$ cat src/rtl/assert_macros.svh
// Assertion macros shared by the relocation patcher RTL.
// Depends on nothing; included by files that carry assertions.
`ifndef ASSERT_MACROS_SVH
`define ASSERT_MACROS_SVH
// clocked implication, disabled in reset
`define ASSERT_IMPL(label, clk, rst, ante, cons, msg) \
   label: assert property (@(posedge clk) disable iff (rst) (ante) |-> (cons)) \
      else $error(msg);
// next-cycle implication, disabled in reset
`define ASSERT_NEXT(label, clk, rst, ante, cons, msg) \
   label: assert property (@(posedge clk) disable iff (rst) (ante) |=> (cons)) \
      else $error(msg);
`endif

$ cat src/rtl/rrp_pkg.sv
// Package for the relocation patcher: constants, types, field encoders.
// Depends on nothing.
package rrp_pkg;
   localparam int HiTableDepth = 64;
   localparam int QueueDepth = 2;

   localparam logic [1:0] ST_OK = 2'd0;
   localparam logic [1:0] ST_OVF = 2'd1;
   localparam logic [1:0] ST_UNSUP = 2'd2;
   localparam logic [1:0] ST_NOHI = 2'd3;

   // classified transaction handed from front to back
   typedef struct packed {
      logic [7:0]  rel_type;
      logic [63:0] sym_value;
      logic [63:0] val;        // S + A, or S + A - P for pc-relative types
      logic [63:0] key;        // S - base, lookup key for LO12
      logic [31:0] place_offset;
      logic [63:0] old_bytes;
      logic        section_start;
      logic        is_hi;
      logic        is_lo;
   } item_type;

   typedef struct packed {
      logic [63:0] new_bytes;
      logic [3:0]  write_bytes;
      logic [1:0]  status;
   } result_type;

   function automatic logic is_pcrel(input logic [7:0] t);
      case (t)
         8'd16, 8'd17, 8'd18, 8'd19, 8'd20, 8'd21, 8'd22, 8'd23,
         8'd44, 8'd45, 8'd57, 8'd59: is_pcrel = 1'b1;
         default: is_pcrel = 1'b0;
      endcase
   endfunction

   function automatic logic fits_i32(input logic [63:0] v);
      fits_i32 = (v[63:31] == {33{v[31]}});
   endfunction

   // low 32 bits as signed, compared against [-lim, lim)
   function automatic logic in_range(input logic [63:0] v, input logic signed [31:0] lim);
      logic signed [31:0] s;
      s = v[31:0];
      in_range = (s < lim) && (s >= -lim);
   endfunction

   function automatic logic [31:0] enc_b(input logic [31:0] w, input logic [63:0] v);
      enc_b = (w & 32'h01fff07f) | {v[12], v[10:5], 13'd0, v[4:1], v[11], 7'd0};
   endfunction

   function automatic logic [31:0] enc_j(input logic [31:0] w, input logic [63:0] v);
      enc_j = (w & 32'h00000fff) | {v[20], v[10:1], v[11], v[19:12], 12'd0};
   endfunction

   function automatic logic [31:0] enc_u(input logic [31:0] w, input logic [63:0] v);
      logic [31:0] t;
      t = v[31:0] + 32'h800;
      enc_u = (w & 32'hfff) | (t & 32'hfffff000);
   endfunction

   function automatic logic [31:0] enc_i(input logic [31:0] w, input logic [63:0] v);
      enc_i = (w & 32'h000fffff) | {v[11:0], 20'd0};
   endfunction

   function automatic logic [31:0] enc_s(input logic [31:0] w, input logic [63:0] v);
      enc_s = (w & 32'h01fff07f) | {v[11:5], 13'd0, v[4:0], 7'd0};
   endfunction

   function automatic logic [15:0] enc_cb(input logic [15:0] h, input logic [63:0] v);
      enc_cb = (h & 16'he383) | {3'd0, v[8], v[4:3], 3'd0, v[7:6], v[2:1], v[5], 2'd0};
   endfunction

   function automatic logic [15:0] enc_cj(input logic [15:0] h, input logic [63:0] v);
      enc_cj = (h & 16'he003) |
         {3'd0, v[11], v[4], v[9:8], v[10], v[6], v[7], v[3:1], v[5], 2'd0};
   endfunction

   function automatic logic [15:0] enc_ci(input logic [15:0] h, input logic [63:0] v);
      enc_ci = (h & 16'hef83) | {3'd0, v[17], 5'd0, v[16:12], 2'd0};
   endfunction

   function automatic logic [63:0] merge(input logic [63:0] old, input logic [63:0] val,
                                         input logic [3:0] n);
      logic [63:0] m;
      case (n)
         4'd1: m = 64'hff;
         4'd2: m = 64'hffff;
         4'd4: m = 64'hffff_ffff;
         4'd8: m = '1;
         default: m = '0;
      endcase
      merge = (old & ~m) | (val & m);
   endfunction

   // everything except the table lookup
   function automatic result_type patch(input item_type it, input logic [63:0] found);
      result_type r;
      logic [63:0] res;
      logic [63:0] v;
      logic [31:0] w;
      logic [15:0] h;
      logic [7:0]  b;
      logic [3:0]  n;
      logic [1:0]  st;
      v = it.val;
      w = it.old_bytes[31:0];
      h = it.old_bytes[15:0];
      b = it.old_bytes[7:0];
      res = '0;
      n = 4'd0;
      st = ST_OK;
      case (it.rel_type)
         8'd0, 8'd32: ;
         8'd2: begin res = v; n = 4'd8; end
         8'd16: if (!in_range(v, 32'sd4096)) st = ST_OVF;
            else begin res = {32'd0, enc_b(w, v)}; n = 4'd4; end
         8'd17: if (!in_range(v, 32'sd1048576)) st = ST_OVF;
            else begin res = {32'd0, enc_j(w, v)}; n = 4'd4; end
         8'd18, 8'd19: begin
            res = {enc_i(it.old_bytes[63:32], v), enc_u(w, v)};
            n = 4'd8;
         end
         8'd20, 8'd21, 8'd22, 8'd23, 8'd26, 8'd29:
            if (!fits_i32(v)) st = ST_OVF;
            else begin res = {32'd0, enc_u(w, v)}; n = 4'd4; end
         8'd24, 8'd25, 8'd27, 8'd28, 8'd30, 8'd31: begin
            if (it.is_lo) begin
               v = found - it.sym_value;
               if (found == 64'd0) st = ST_NOHI;
            end
            if (it.rel_type == 8'd24 || it.rel_type == 8'd27 || it.rel_type == 8'd30)
               res = {32'd0, enc_i(w, v)};
            else
               res = {32'd0, enc_s(w, v)};
            n = 4'd4;
         end
         8'd33: begin res = it.old_bytes + v; n = 4'd1; end
         8'd34: begin res = it.old_bytes + v; n = 4'd2; end
         8'd35: begin res = it.old_bytes + v; n = 4'd4; end
         8'd36: begin res = it.old_bytes + v; n = 4'd8; end
         8'd37: begin res = it.old_bytes - v; n = 4'd1; end
         8'd38: begin res = it.old_bytes - v; n = 4'd2; end
         8'd39: begin res = it.old_bytes - v; n = 4'd4; end
         8'd40: begin res = it.old_bytes - v; n = 4'd8; end
         8'd44: if (!in_range(v, 32'sd256)) st = ST_OVF;
            else begin res = {48'd0, enc_cb(h, v)}; n = 4'd2; end
         8'd45: if (!in_range(v, 32'sd2048)) st = ST_OVF;
            else begin res = {48'd0, enc_cj(h, v)}; n = 4'd2; end
         8'd46: if (!in_range(v, 32'sd131072) || ((v & 64'h3f000) == 64'd0)) st = ST_OVF;
            else begin res = {48'd0, enc_ci(h, v)}; n = 4'd2; end
         8'd52: begin
            res = {56'd0, (b & 8'hc0) | ((b - v[7:0]) & 8'h3f)};
            n = 4'd1;
         end
         8'd53: begin res = {56'd0, (b & 8'hc0) | {2'd0, v[5:0]}}; n = 4'd1; end
         8'd54: begin res = v; n = 4'd1; end
         8'd55: begin res = v; n = 4'd2; end
         8'd1, 8'd56, 8'd57, 8'd59: if (!fits_i32(v)) st = ST_OVF;
            else begin res = v; n = 4'd4; end
         default: st = ST_UNSUP;
      endcase
      if (st != ST_OK) n = 4'd0;
      r.new_bytes = (n == 4'd0) ? it.old_bytes : merge(it.old_bytes, res, n);
      r.write_bytes = n;
      r.status = st;
      patch = r;
   endfunction
endpackage

$ cat src/rtl/rrp_front.sv
// Front end: accepts relocation entries, forms S+A-P and the lookup key.
// Depends on rrp_pkg.
module rrp_front (
   input  logic              clock,
   input  logic              reset,
   input  logic [63:0]       base,
   input  logic              in_valid,
   output logic              in_ready,
   input  rrp_pkg::item_type in_item,
   output logic              out_valid,
   input  logic              out_ready,
   output rrp_pkg::item_type out_item
);
   logic              valid_ff, valid_in;
   rrp_pkg::item_type item_ff, item_in;

   assign in_ready = !valid_ff || out_ready;
   assign out_valid = valid_ff;
   assign out_item = item_ff;

   always_comb begin
      logic [63:0] p;
      logic [63:0] sa;
      p = base + {32'd0, in_item.place_offset};
      sa = in_item.sym_value + in_item.val;
      item_in = in_item;
      item_in.val = rrp_pkg::is_pcrel(in_item.rel_type) ? sa - p : sa;
      item_in.key = in_item.sym_value - base;
      item_in.is_hi = (in_item.rel_type >= 8'd20) && (in_item.rel_type <= 8'd23);
      item_in.is_lo = (in_item.rel_type == 8'd24) || (in_item.rel_type == 8'd25);
      valid_in = valid_ff;
      if (out_ready) valid_in = 1'b0;
      if (in_valid && in_ready) valid_in = 1'b1;
   end

   always_ff @(posedge clock) begin
      if (reset) valid_ff <= 1'b0;
      else valid_ff <= valid_in;
      if (in_valid && in_ready) item_ff <= item_in;
   end
endmodule

$ cat config.mk
export PLATFORM = sky130hd
export DESIGN_NAME = rrp_front
export DESIGN_NICKNAME = d
export VERILOG_FILES = /design/src/rtl/assert_macros.svh /design/src/rtl/rrp_pkg.sv /design/src/rtl/rrp_front.sv
export SDC_FILE = /design/constraint.sdc
export NUM_CORES = 1
export LEC_CHECK = 0
export BUFFER_PORTS_ARGS = -buffer_cell sky130_fd_sc_hd__clkbuf_2
export CORE_AREA = 2 2 260 262
export DETAILED_ROUTE_END_ITERATION = 8
export DIE_AREA = 0 0 262 264
export GPL_TIMING_DRIVEN = 0
export PLACE_DENSITY = 0.6
export SYNTH_ARGS = -nofsm -noshare
export SYNTH_HDL_FRONTEND = slang
export SYNTH_SLANG_ARGS = --single-unit
export TNS_END_PERCENT = 50
$ cat constraint.sdc
create_clock -name clock -period 8.8 [get_ports clock]
set_input_delay 0.88 -clock clock [delete_from_list [all_inputs] [get_ports clock]]
set_output_delay 0.88 -clock clock [all_outputs]
set_load 0.02 [all_outputs]
; Yosys cells after proc, flatten, opt, wreduce, memory -nomap -nowiden
; Cells that the tools add are included.
; W data, S select, Z words.
[op_classes]
bitwise = 0
reduce_logical = 7
order_cmp = 2
n_eq_ne = 14
n_shift = 0
n_addsub = 4
multipliers = 0
n_mux = 4
div = 0
[op_table]
columns = cell, count
row1 = $sub A64 B64 Y64, 2
row2 = $eq A8 B5 Y1 const B, 10
row3 = $add A64 B32 Y64, 1
row4 = $add A64 B64 Y64, 1
row5 = $mux W64, 1
row6 = $eq A8 B6 Y1 const B, 4
row7 = $reduce_or A12 Y1, 1
row8 = $ge A8 B5 Y1 const B, 1
row9 = $le A8 B5 Y1 const B, 1
row10 = $mux W1, 3
row11 = $logic_and A1 B1 Y1, 2
row12 = $logic_or A1 B1 Y1, 2
row13 = $reduce_bool A2 Y1, 1
row14 = $logic_not A1 Y1, 1
[word_totals]
latch_bits = 0
regBits = 300
ramBits = 0
mem_count = 0
elab_cells = 41
rom_bits = 0

; Logic depth before layout (Yosys ltp)
; Gate-level depths: netlist of run 1.
[logic_depth]
word_depth = 4
depth_mapped = 28
mapped_depth_nobuf = 27

; Least setup slack after synthesis of run 1
; OpenSTA, ideal clock, no wires.
[synth_timing]
path_kind = input to register
start = input port out_ready
end = register item_ff (netlist bit out_item[0]) (enable)
path_buffers = 0
t_arrival_ns = 7.955
setup_slack_ns = 0.147
stages = 2
path_cell_list = nand2b_1 -> and2_1
[synth_via]
elab_chain_cells = 2
[synth_rtl]
columns = item, line
row1 = "start, declared", rrp_front.sv:11  ; input logic out_ready,
row2 = $logic_or A1 B1 Y1, rrp_front.sv:17  ; assign in_ready = !valid_ff || out_ready;
row3 = $logic_and A1 B1 Y1, rrp_front.sv:39  ; if (in_valid && in_ready) item_ff <= item_in;
row4 = "end signal, assigned", rrp_front.sv:39
row5 = "end, declared", rrp_front.sv:15  ; rrp_pkg::item_type item_ff, item_in;
; Every way passes these cells.
; A chain may end at the register's enable or synchronous reset.

==> results of run 1 <==
==> Yosys cell counts (7+ instances only) <==
cell type,count
sky130_fd_sc_hd__o21ai_0,140
sky130_fd_sc_hd__ha_1,220
sky130_fd_sc_hd__nor2b_1,23
sky130_fd_sc_hd__fa_1,34
sky130_fd_sc_hd__a21oi_1,195
sky130_fd_sc_hd__and3_1,17
sky130_fd_sc_hd__a21boi_0,11
sky130_fd_sc_hd__nand4_1,41
sky130_fd_sc_hd__o21a_1,25
sky130_fd_sc_hd__a31oi_1,23
sky130_fd_sc_hd__a211oi_1,18
sky130_fd_sc_hd__a21o_1,104
sky130_fd_sc_hd__mux2i_1,7
sky130_fd_sc_hd__o211ai_1,14
sky130_fd_sc_hd__nand2b_1,27
sky130_fd_sc_hd__o21ai_1,16
sky130_fd_sc_hd__and2_1,13
sky130_fd_sc_hd__xor2_1,76
sky130_fd_sc_hd__nor3_1,30
sky130_fd_sc_hd__clkbuf_1,65
sky130_fd_sc_hd__edfxtp_1,299
sky130_fd_sc_hd__inv_1,223
sky130_fd_sc_hd__o21bai_1,29
sky130_fd_sc_hd__xnor2_1,105
sky130_fd_sc_hd__a2111oi_0,7
sky130_fd_sc_hd__o41ai_1,7
sky130_fd_sc_hd__nand3_1,39
sky130_fd_sc_hd__and4_1,7
sky130_fd_sc_hd__nand2_1,188
sky130_fd_sc_hd__nor2_1,112
sky130_fd_sc_hd__o31ai_1,15
sky130_fd_sc_hd__or3_1,9
==> stage by stage <==
stage | hold WS [ns] | TNS [ns]
2_1_floorplan | 0.729 | 0
3_3_place_gp | 0.510 | -935.19
3_5_place_dp | 0.533 | 0
4_1_cts | 0.447 | 0
5_1_grt | 0.453 | 0
6_report | 0.490 | 0
==> kinds of logic after synthesis <==
kind of cell,Yosys count,share of synthesized area
fa+ha+maj,254,0.155
buf+inv,295,0.0502
xor+xnor,181,0.0715
simple gates,538,0.117
flops,300,0.406
mux,9,0.00417
compound gates,677,0.196
==> final cells by class <==
class,instances,area [µm²],area share
sequential,300,9000,0.326
timing repair buffer,606,3130,0.114
multi-input combinational,1659,12100,0.438
tap,873,1090,0.0396
buffer,72,278,0.0101
antenna,3,7.51,0.000272
clock buffer,47,1010,0.0365
clock inverter,23,146,0.00531
inverter,223,837,0.0304
==> registers in the layout (all words and copies together) (netlist names) <==
register and cells:
out_item 299, out_valid 1
==> worst paths after layout <==
kind / start / endpoint / slack [ns]
hold reg to reg: out_valid$_SDFFE_PP0P_ / out_valid$_SDFFE_PP0P_ / 0.54
setup reg to reg: out_valid$_SDFFE_PP0P_ / out_item[196]$_DFFE_PP_ / 6.26
setup / recovery: in_item[233] / out_item[221]$_DFFE_PP_ / 0.64
hold / removal: in_item[31] / out_item[31]$_DFFE_PP_ / 0.49
==> metal layers <==
layer / track usage / up-vias / share of wire
met2: 0.383 / 669 / 0.48
li1: - / 9530 / -
met5: 0 / - / 0.00016
met1: 0.282 / 9379 / 0.42
met4: 0.0818 / 2 / 0.035
met3: 0.0393 / 123 / 0.065
==> power by group <==
part	internal, mW	switching (mW)	total, mW
Sequential	1.76	0.0383	1.80
Combinational	0.967	1.66	2.62
Clock	0.822	0.662	1.48
Total	3.55	2.36	5.90
==> critical path: stages <==
cell	delay, ns
sky130_fd_sc_hd__clkbuf_2	0.12
sky130_fd_sc_hd__ha_1	0.35
sky130_fd_sc_hd__a211o_1	0.31
sky130_fd_sc_hd__a2111oi_0	0.67
sky130_fd_sc_hd__nor3_1	0.23
sky130_fd_sc_hd__nor2_1	0.40
sky130_fd_sc_hd__nand2_1	0.16
sky130_fd_sc_hd__a31oi_1	0.32
sky130_fd_sc_hd__o21ai_0	0.15
sky130_fd_sc_hd__xor2_1	0.28
sky130_fd_sc_hd__fa_1	0.48
sky130_fd_sc_hd__ha_1	0.30
sky130_fd_sc_hd__clkbuf_1	0.18
sky130_fd_sc_hd__a21oi_1	0.29
sky130_fd_sc_hd__o211ai_1	0.13
sky130_fd_sc_hd__nor4_1	0.36
sky130_fd_sc_hd__a211oi_1	0.30
sky130_fd_sc_hd__nor4b_1	1.13
sky130_fd_sc_hd__o31ai_1	0.35
sky130_fd_sc_hd__a41oi_1	0.49
sky130_fd_sc_hd__o21ai_0	0.19
sky130_fd_sc_hd__xor2_1	0.17
sky130_fd_sc_hd__nand2_1	0.08
sky130_fd_sc_hd__o21ai_1	0.09
==> reports/summary.md, run 1 <==
Clock tree synthesis selected as its root buffer the cell sky130_fd_sc_hd__clkbuf_16. Horizontal die dimension: 262 µm. The warning count from the yosys run came out at 0. The first global-routing pass estimated 116000 µm of wire. The tools report the cell count after synthesis as 2254. At the placement stage, the worst setup path has a slack of 0.297 ns.

With fillers left out, the area of the finished cells amounts to 27600 µm². The maximum clock skew at final layout is 0.0122 ns. The most common cell after layout, fill and taps aside was sky130_fd_sc_hd__clkbuf_2.

Power spread over the standard cell area amounts to 214 nW/µm². The final global-route overflow total is 0. After detailed routing, the average wire length per cell comes to 21.1 µm.

In this run, post-CTS hold repair placed 0 buffers. The number of input and output port buffers inserted is 601, and the fraction of synthesized cell area taken by the top area cell type is 0.405. Number of design-rule violations left by the first detailed-router iteration: 1549.

The number of buffers inserted to repair setup after CTS is 0. Async set or reset register ratio after synthesis: 0. After legalization and detailed placement, the total HPWL measured 66700 µm. The cell count of the worst reg-to-reg path is 5, and the first-pass iteration count of the detailed router is 5. The normalized max-slew margin came out at 0.0266. The H-tree was split into 2 levels. At the worst endpoint, the required time is 9.09 ns.

The layout has 6675 filler cells. The average instance in the mapped netlist occupies 9.84 µm². The worst setup path is of the primary input to flip-flop kind. The via count of the first global-routing pass is 18800.

Sorting the synthesized cells by area gives the leading types as sky130_fd_sc_hd__edfxtp_1 (40%), sky130_fd_sc_hd__ha_1 (12%), sky130_fd_sc_hd__a21oi_1 (4.4%). The shortest period the worst path allows came out at 8.16 ns. The fraction of the cycle the final worst path needs is 0.927, and the utilization after layout is 0.414. The number of gates resized after CTS was 0. The placed instances occupy a cell area of 26400 µm². The detail route stage leaves a number of antenna-violating nets equal to 0. Counting every net in the synthesized netlist gives 2875.

Measured along the y axis, the die boundary spans 264 µm. Number of enable flip-flop cells after synthesis: 299. For the final-report max-slew violation count, the log shows 0. Entering global routing, the biggest net connects 71 pins. The starting density of the core was 0.333.

The flow ran to the end, and the final reports show no timing, DRC or antenna violations. Setup repair after global routing left no endpoint under its margin. After detailed routing, the number of vias per cell comes to 5.18.

The final layout contains 3521 nets. The clock passes through at most 3 buffers. The area of the die is 69200 µm². The transition at the pin with the smallest max-transition slack works out to 1.44 ns. The total count of hold-check failures in the final report is 0, and the maximum fanout along the worst path is 7. The routed layout has 19700 vias.

For the number of cells in the finished layout apart from fillers, the log shows 3806. TritonCTS built the clock tree. At the end of routability-driven placement, the weighted congestion stood at 0.950. The post-layout total power came out at 5.90 mW. The initialized floorplan defines 95 standard-cell rows. Leaving out fill and tap cells, the most frequent cells in the layout are sky130_fd_sc_hd__clkbuf_2 (602), sky130_fd_sc_hd__edfxtp_1 (299), sky130_fd_sc_hd__inv_1 (223). Max-cap violations in this run came to 0. Including well taps, the total number of placed cells is 3733. For this run, design rule violations remaining after detail routing come to 0. The endpoint type of the worst setup path was a flip-flop. For the worst setup path, the data arrival time is 8.44 ns.

The logs give 22200 µm² for the cell area after synthesis and 3 for the number of antenna violations at the first check in global routing. Path type of the worst min-delay path: primary input to flip-flop. The routed design has 80300 µm of wire.

The tools report the number of clock sinks as 300. Across all setup checks in the final design, the least slack found is 0.643 ns. STA classifies the critical path startpoint as a primary input. Setup violations remaining at the end of the flow were counted as 0. The standby leakage power was 12.5 nW. Of all cell types, the one taking the most synthesized area is sky130_fd_sc_hd__edfxtp_1. Counting the buffers created by CTS gives 38.

In this run, synthesis produced a sequential element count of 300. Top achievable clock speed: 123 MHz. Most used flip-flop cell after synthesis: sky130_fd_sc_hd__edfxtp_1. The maximum VDD drop is 0.143 mV.

The clock latency on the worst-skew pair was 0.57 ns. The run gives 0.406 as the register area share after synthesis. The overall track demand over capacity in global routing is 0.224, and the synthesis-to-finish area growth is 24.3%. The worst hold path cell count is 1. In this run the standard cell core region covers 66600 µm². Clock input transition at the sequential cells of the worst setup and hold paths: 0.06 ns. 668 I/O pins were placed. The fraction of final layout cells sized beyond drive strength 1 was 0.239. Synthesis instantiated 77 different standard cells from the library.
Note: power is estimated with default switching activity, not from simulation.
==> run 2, diff against run 1 <==
GPL_TIMING_DRIVEN = default   (was 0)
==> run 2 against run 1 <==
Clock-buffer cell count decreased by 2; die area unchanged; sequential power about the same; global-route usage decreased by 0.76 points; power increased by 0.98%; cell count decreased by 1.9%; sequential share of layout area increased by 0.28 points; setup slack improved by 0.93 ns; sequential cell count unchanged; clock skew increased by 0.019 ns; routed wire length decreased by 3.4%; first-iteration DRC count increased by 3.5%.
==> reports/summary.md, run 2 (synthesized netlist as in run 1, its figures left out) <==
The run gives 0 as the hold-fix buffer count after cts. The via count of the first global-routing pass is 18500. The run gives 300 as the number of clock sinks. Once the clock tree was built, the setup fixing pass inserted 0 buffers. Transition at the pin with the smallest max-transition slack: 0.985 ns. Traced cell by cell, the critical path runs through clkbuf_2 > ha_1 > a211o_1 > a2111oi_0 > nor3_1 > nor2_1 > nand2_1 > xor2_1 > fa_1 > ha_1 > nand2_1 > a2111oi_1 > nor4_1 > a211oi_1 > nor4b_1 > buf_4 > o31ai_1 > a41oi_1 > o31ai_1 > xor2_1 > nand2_1 > o21ai_1. For the post-DP HPWL, the log shows 64100 µm. Data required time of the critical path: 9.07 ns.

Dividing the detail-routed wire length by the instance count gives 20.8 µm. IR analysis of the VDD net gives a maximum drop of 0.169 mV. The shortest period the worst path allows was 7.23 ns.

The register with the most flip-flops in the layout has 299 of them. Counting tap cells, the placed design contains a total of 3665 instances. For this design, the slowest cell found on the critical path is sky130_fd_sc_hd__a2111oi_1. For the number of cells in the finished layout apart from fillers, the log shows 3735. For the maximum number of pins on one net before global-route repair, the log shows 145. The placed instances occupy a cell area of 26100 µm². Count of antenna-violating nets left after detailed routing: 0. The cell count of the worst reg-to-reg path was 4; the number of gates resized after CTS was 0. The logs give 3 for the buffer depth of the longest clock path and 6675 for the count of filler cells inserted in the layout. Number of antenna violations at the first check in global routing: 3. The utilization after layout came out at 0.411. The number of cells on the critical path came out at 22. Counting the buffers created by CTS gives 37.

For the number of standard-cell rows in the floorplan, the log shows 95. The clock latency on the worst-skew pair is 0.57 ns, and the fraction of final layout cells sized beyond drive strength 1 is 0.244. The critical path startpoint is in_item[233].

The total vias in the final route is 19400. The net count reported at finish came out at 3452. In this run the static leakage power is 12.4 nW.

In this run the number of H-tree levels came out at 2. Buffers placed on the I/O ports in this run total 601. The run gives 0.333 as the starting density of the core. The horizontal die dimension was 262 µm. Leaving out fill and tap cells, the most frequent cells in the layout are sky130_fd_sc_hd__clkbuf_2 (601), sky130_fd_sc_hd__edfxtp_1 (299), sky130_fd_sc_hd__inv_1 (223). The cell at the root of the clock tree is sky130_fd_sc_hd__clkbuf_16. Hold is met by 0.499 ns.

The tools report the final number of setup-violating endpoints as 0. The most common cell after layout, fill and taps aside is sky130_fd_sc_hd__clkbuf_2. The classification of the worst setup path is primary input to flip-flop.

The endpoint of the worst setup timing path was out_item[225]$_DFFE_PP_. Broken down by cell family, the worst path's largest delay share belongs to compound AO/OA/AOI/OAI gates. The total count of hold-check failures in the final report came out at 0.

The first-pass GRT wire length came out at 113000 µm. The run gives 138 MHz as the top achievable clock speed. Endpoint of the worst register-to-register path: out_item[142]$_DFFE_PP_. Data on the critical path arrives at its endpoint at 7.49 ns.

The fraction of the cycle the final worst path needs works out to 0.821. The final worst setup slack is 1.57 ns. The maximum clock skew at final layout came out at 0.0311 ns.

The logs give 5.96 mW for the post-layout total power and 1603 for the number of design-rule violations left by the first detailed-router iteration. The tools report the number of ports placed on the die boundary as 668. After global routing the overflow that remains totals 0.

The power per cell area was 218 nW/µm². The congestion estimate from routability-driven global placement came to 0.968. The run gives 0 ns as the setup total negative slack. Summed over all layers, the routed wires come to 77600 µm. The overall track demand over capacity in global routing came out at 0.217. On the worst path, the slowest cell contributes a delay of 0.63 ns.

Cell occurring most often along the worst timing path: sky130_fd_sc_hd__nand2_1. The flow ran to the end, and the final reports show no timing, DRC or antenna violations. Before antenna repair, the detailed router went through 5 iterations.

The endpoint type of the worst setup path was a flip-flop. The per-cell via count in the routed design was 5.19. Timing analysis after detailed placement gives a worst setup slack of 1.11 ns.

The floorplan step defined a die boundary enclosing 69200 µm². The area of the core came out at 66600 µm². TritonCTS built the clock tree.

The synthesis-to-finish area growth is 23.3%, and the clock input transition at the sequential cells of the worst setup and hold paths is 0.05 ns. The tool flagged a number of max-cap violations equal to 0. The logs give 0.335 for the normalized max-slew margin and 9000 µm² for the register cell area after layout.

The number of buffers and inverters on the critical path is 2. Across all register-to-register paths, the minimum setup slack is 5.84 ns. The tightest min-delay check is of the primary input to flip-flop type. The tools report the kind of start point of the critical path as a primary input. Summing all multi-input logic gate instances after layout gives 12100 µm². Setup repair after global routing left no endpoint under its margin. For this run, design rule violations remaining after detail routing come to 0. For the final-report max-slew violation count, the log shows 0. In this run the worst path has a maximum fanout of 5.

The die is 264 µm tall. The startpoint identified for the worst register-to-register timing path is out_valid$_SDFFE_PP0P_. The run gives 27300 µm² as the post-route standard cell area excluding fillers.
-- run 2: changes by cell type in the layout (fill, tap and decap cells not counted), moves of 2 or more --
| cell | previous run | this run |
|---|---|---|
| sky130_fd_sc_hd__clkbuf_8 | 0 | 2 |
| sky130_fd_sc_hd__clkinvlp_4 | 4 | 1 |
| sky130_fd_sc_hd__buf_2 | 5 | 0 |
| sky130_fd_sc_hd__buf_1 | 2 | 0 |
| sky130_fd_sc_hd__clkinv_4 | 0 | 4 |
| sky130_fd_sc_hd__buf_4 | 0 | 8 |
| sky130_fd_sc_hd__buf_16 | 4 | 0 |
| sky130_fd_sc_hd__clkinv_2 | 11 | 4 |
| sky130_fd_sc_hd__clkbuf_1 | 72 | 6 |
| sky130_fd_sc_hd__clkbuf_16 | 39 | 37 |
| sky130_fd_sc_hd__bufinv_16 | 0 | 4 |
-- run 2: layout make-up --
cell class / instances / share of cell area
Clock inverter: 23 / 0.00938
Timing Repair Buffer: 610 / 0.113
Clock buffer: 45 / 0.0357
Inverter: 223 / 0.0306
Tap cell: 873 / 0.0400
Sequential cell: 300 / 0.329
Multi-Input combinational cell: 1659 / 0.442
Antenna cell: 2 / 0.000183
-- run 2: metal layers --
| layer | wire length [µm] | vias up | GRT usage |
|---|---|---|---|
| li1 | - | 9412 | - |
| met5 | 0 | - | 0 |
| met2 | 37000 | 715 | 0.365 |
| met3 | 5410 | 110 | 0.0407 |
| met1 | 32300 | 9151 | 0.275 |
| met4 | 2830 | 0 | 0.0796 |
-- run 2: worst min-delay path by stage --
stage | startpoint | endpoint | slack (ns) | cells past startpoint
floorplan | out_valid$_SDFFE_PP0P_ | out_valid$_SDFFE_PP0P_ | 0.73 | 2
global placement | out_valid$_SDFFE_PP0P_ | out_valid$_SDFFE_PP0P_ | 0.53 | 2
detailed placement | out_valid$_SDFFE_PP0P_ | out_valid$_SDFFE_PP0P_ | 0.56 | 2
CTS | in_item[44] | out_item[44]$_DFFE_PP_ | 0.45 | 1
global route | in_item[38] | out_item[38]$_DFFE_PP_ | 0.46 | 1
finish | reset | out_valid$_SDFFE_PP0P_ | 0.50 | 2
-- run 2: power by group --
part,leakage (nW),switching [mW],internal (mW)
clock,0.602,0.645,0.920
combinational,8.91,1.63,0.974
sequential,2.90,0.0382,1.76
==> run 3, diff against run 2 <==
clock period = 5.95 ns   (was 8.8 ns; I/O delays follow)
==> run 3 against run 2 <==
Clock-buffer cell count unchanged; sequential share of layout area decreased by 3.7 points; highest routed layer unchanged; die area unchanged; largest cell class unchanged; global-route usage increased by 2.2 points; clock skew decreased by 0.019 ns; utilization increased by 5.1 points; final area increased by 12%.
==> reports/summary.md, run 3 (synthesized netlist as in run 1, its figures left out) <==
The starting density of the core is 0.333, and the number of antenna repair diodes is 0. The number of buffers and inverters on the critical path is 6. The final number of setup-violating endpoints was 0. The register share of total power is 0.269. On the critical path the largest part of the delay comes from compound AO/OA/AOI/OAI gates. TritonCTS built the clock tree.

The switching share of total power is 0.380. The run finished with clean final reports. The cell at the root of the clock tree was sky130_fd_sc_hd__clkbuf_16.

Leaving out fill and tap cells, the most frequent cells in the layout are sky130_fd_sc_hd__clkbuf_2 (600), sky130_fd_sc_hd__buf_4 (408), sky130_fd_sc_hd__edfxtp_1 (299). Entering global routing, the biggest net connects 139 pins. The normalized max-slew margin was 0.357.

Summing all non-filler instances in the final layout gives an area of 30800 µm². The top achievable clock speed was 172 MHz. The net count reported at finish is 3855. The internal power of the cells totals 6.15 mW.

The horizontal die dimension is 262 µm, and the setup total negative slack is 0 ns. Fraction of the cycle the final worst path needs: 0.978. The classification of the worst setup path is primary input to flip-flop. At the end of routability-driven placement, the weighted congestion stood at 0.957. For the worst setup path, the data required time is 6.36 ns.

The clock input transition at the sequential cells of the worst setup and hold paths works out to 0.06 ns. Overall track demand over capacity in global routing: 0.239. The most numerous cell type found on the critical path is sky130_fd_sc_hd__buf_4. In this run the deepest clock path goes through 3 buffers. The tools report the final routed wirelength across all metal layers as 85500 µm. The clock share of power was 0.223; the delay of the slowest cell on the worst path was 0.51 ns.

The register with the most flip-flops in the layout has 299 of them. The synthesis-to-finish area growth is 38.7%. For this design, the sink count on the clock tree is 300. The first routing iteration left 1594 violations. The tools report the logic gate share of total power as 0.509. In this run, CTS created clock tree buffers numbering 37. For this run, the detailed router's first-pass iteration total came to 5. Across the routed clock network, the largest skew measured is 0.0123 ns. Buffers placed on the I/O ports in this run total 601.

The worst-case IR drop observed on VDD is 0.195 mV. The area of the die is 69200 µm². For this design, the slowest cell found on the critical path is sky130_fd_sc_hd__fa_1. The final global-route overflow total came out at 0. The most common cell after layout, fill and taps aside was sky130_fd_sc_hd__clkbuf_2.

Max-cap violations in this run came to 0. At the later pin of the worst-skew pair, clock insertion delay measures 0.57 ns. The instance area after placement is 29100 µm². For this design the total switching power over the nets is 3.77 mW. The worst setup path is launched from a primary input.

Summed over all nets, the half-perimeter wirelength after detailed placement is 71200 µm. For the detailed-route DRC error count, the log shows 0. After floorplanning, the core was sized to cover 66600 µm². In this run the remaining antenna-violating nets after routing total 0.

The logs give 0 for the total count of hold-check failures in the final report and 6559 for the count of filler cells inserted in the layout. The run gives 125000 µm as the first-pass GRT wire length. The final-report max-slew violation count came out at 0. In the routed layout, each cell is associated on average with a via count of 5.10. The level count of the clock H-tree was 2. Detailed-route wire length per cell: 20.7 µm.

The number of antenna violations at the first check in global routing was 0; the maximum fanout along the worst path was 4. The fraction of final layout cells sized beyond drive strength 1 works out to 0.356. The worst path in the final design needs a cycle of 5.82 ns, including I/O delays and setup.

Data on the critical path arrives at its endpoint at 6.23 ns. Summed over all cells, the static leakage comes to 14.4 nW. The tightest min-delay check is of the primary input to flip-flop type. Setup repair after global routing could not meet its margin everywhere. The utilization after layout is 0.462. Number of ports placed on the die boundary: 668. In this run the vertical extent of the chip is 264 µm. The total vias in the final route was 21000; the final worst hold slack was 0.186 ns.

The power per cell area is 323 nW/µm². For the pin with the worst max-slew slack, the measured transition is 0.965 ns. For the number of standard-cell rows in the floorplan, the log shows 95.

The post-layout total power is 9.92 mW, and the via count of the first global-routing pass is 20700. STA classifies the critical path endpoint as a flip-flop.
-- run 3: path summary, 6_finish.rpt --
check | from | to | slack, ns | cells past startpoint
max | in_item[169] | out_item[225]$_DFFE_PP_ | 0.13 | 28
min | reset | out_valid$_SDFFE_PP0P_ | 0.19 | 2
max reg2reg | out_valid$_SDFFE_PP0P_ | out_item[256]$_DFFE_PP_ | 3.84 | 3
min reg2reg | out_valid$_SDFFE_PP0P_ | out_valid$_SDFFE_PP0P_ | 0.53 | 2
-- run 3: area by class of cell --
cell class	count	area, µm²	area share
clock inverters	15	156	0.00509
clock buffers	45	977	0.0318
multi-input cells	1659	12500	0.408
flip-flops and latches	300	9000	0.293
repair buffers	1013	6150	0.200
inverters	223	837	0.0272
well taps	873	1090	0.0355
-- run 3: power by group through the flow --
stage / clock, mW / sequential [mW] / combinational, mW
2_1_floorplan: 0 / 2.96 / 2.42
3_3_place_gp: 0 / 2.70 / 4.81
3_5_place_dp: 0 / 2.70 / 4.78
4_1_cts: 2.27 / 2.66 / 4.85
5_1_grt: 2.33 / 2.68 / 5.48
6_report: 2.21 / 2.66 / 5.05
-- run 3: through the flow --
stage / setup WS (ns) / instances
floorplan: 0.164 / 2254
global placement: -0.853 / 4060
detailed placement: -0.862 / 4060
CTS: -0.00828 / 4121
global route: -0.0412 / 4128
finish: 0.130 / 4128
-- run 3: layer usage --
metal  wire (µm)  global-route usage  part of all wire
met3        5210              0.0338             0.061
met4        2710              0.0715             0.032
met1       35500               0.302              0.41
met5           0                   0                 0
met2       42100               0.419              0.49
-- run 3: repair_timing --
action                     in CTS  in global routing
setup endpoints to repair      13                 30
gates cloned                    0                  0
hold buffers                    0                  0
gates resized for setup        17                 69
buffers inserted                1                  7
pin swaps                       7                 39
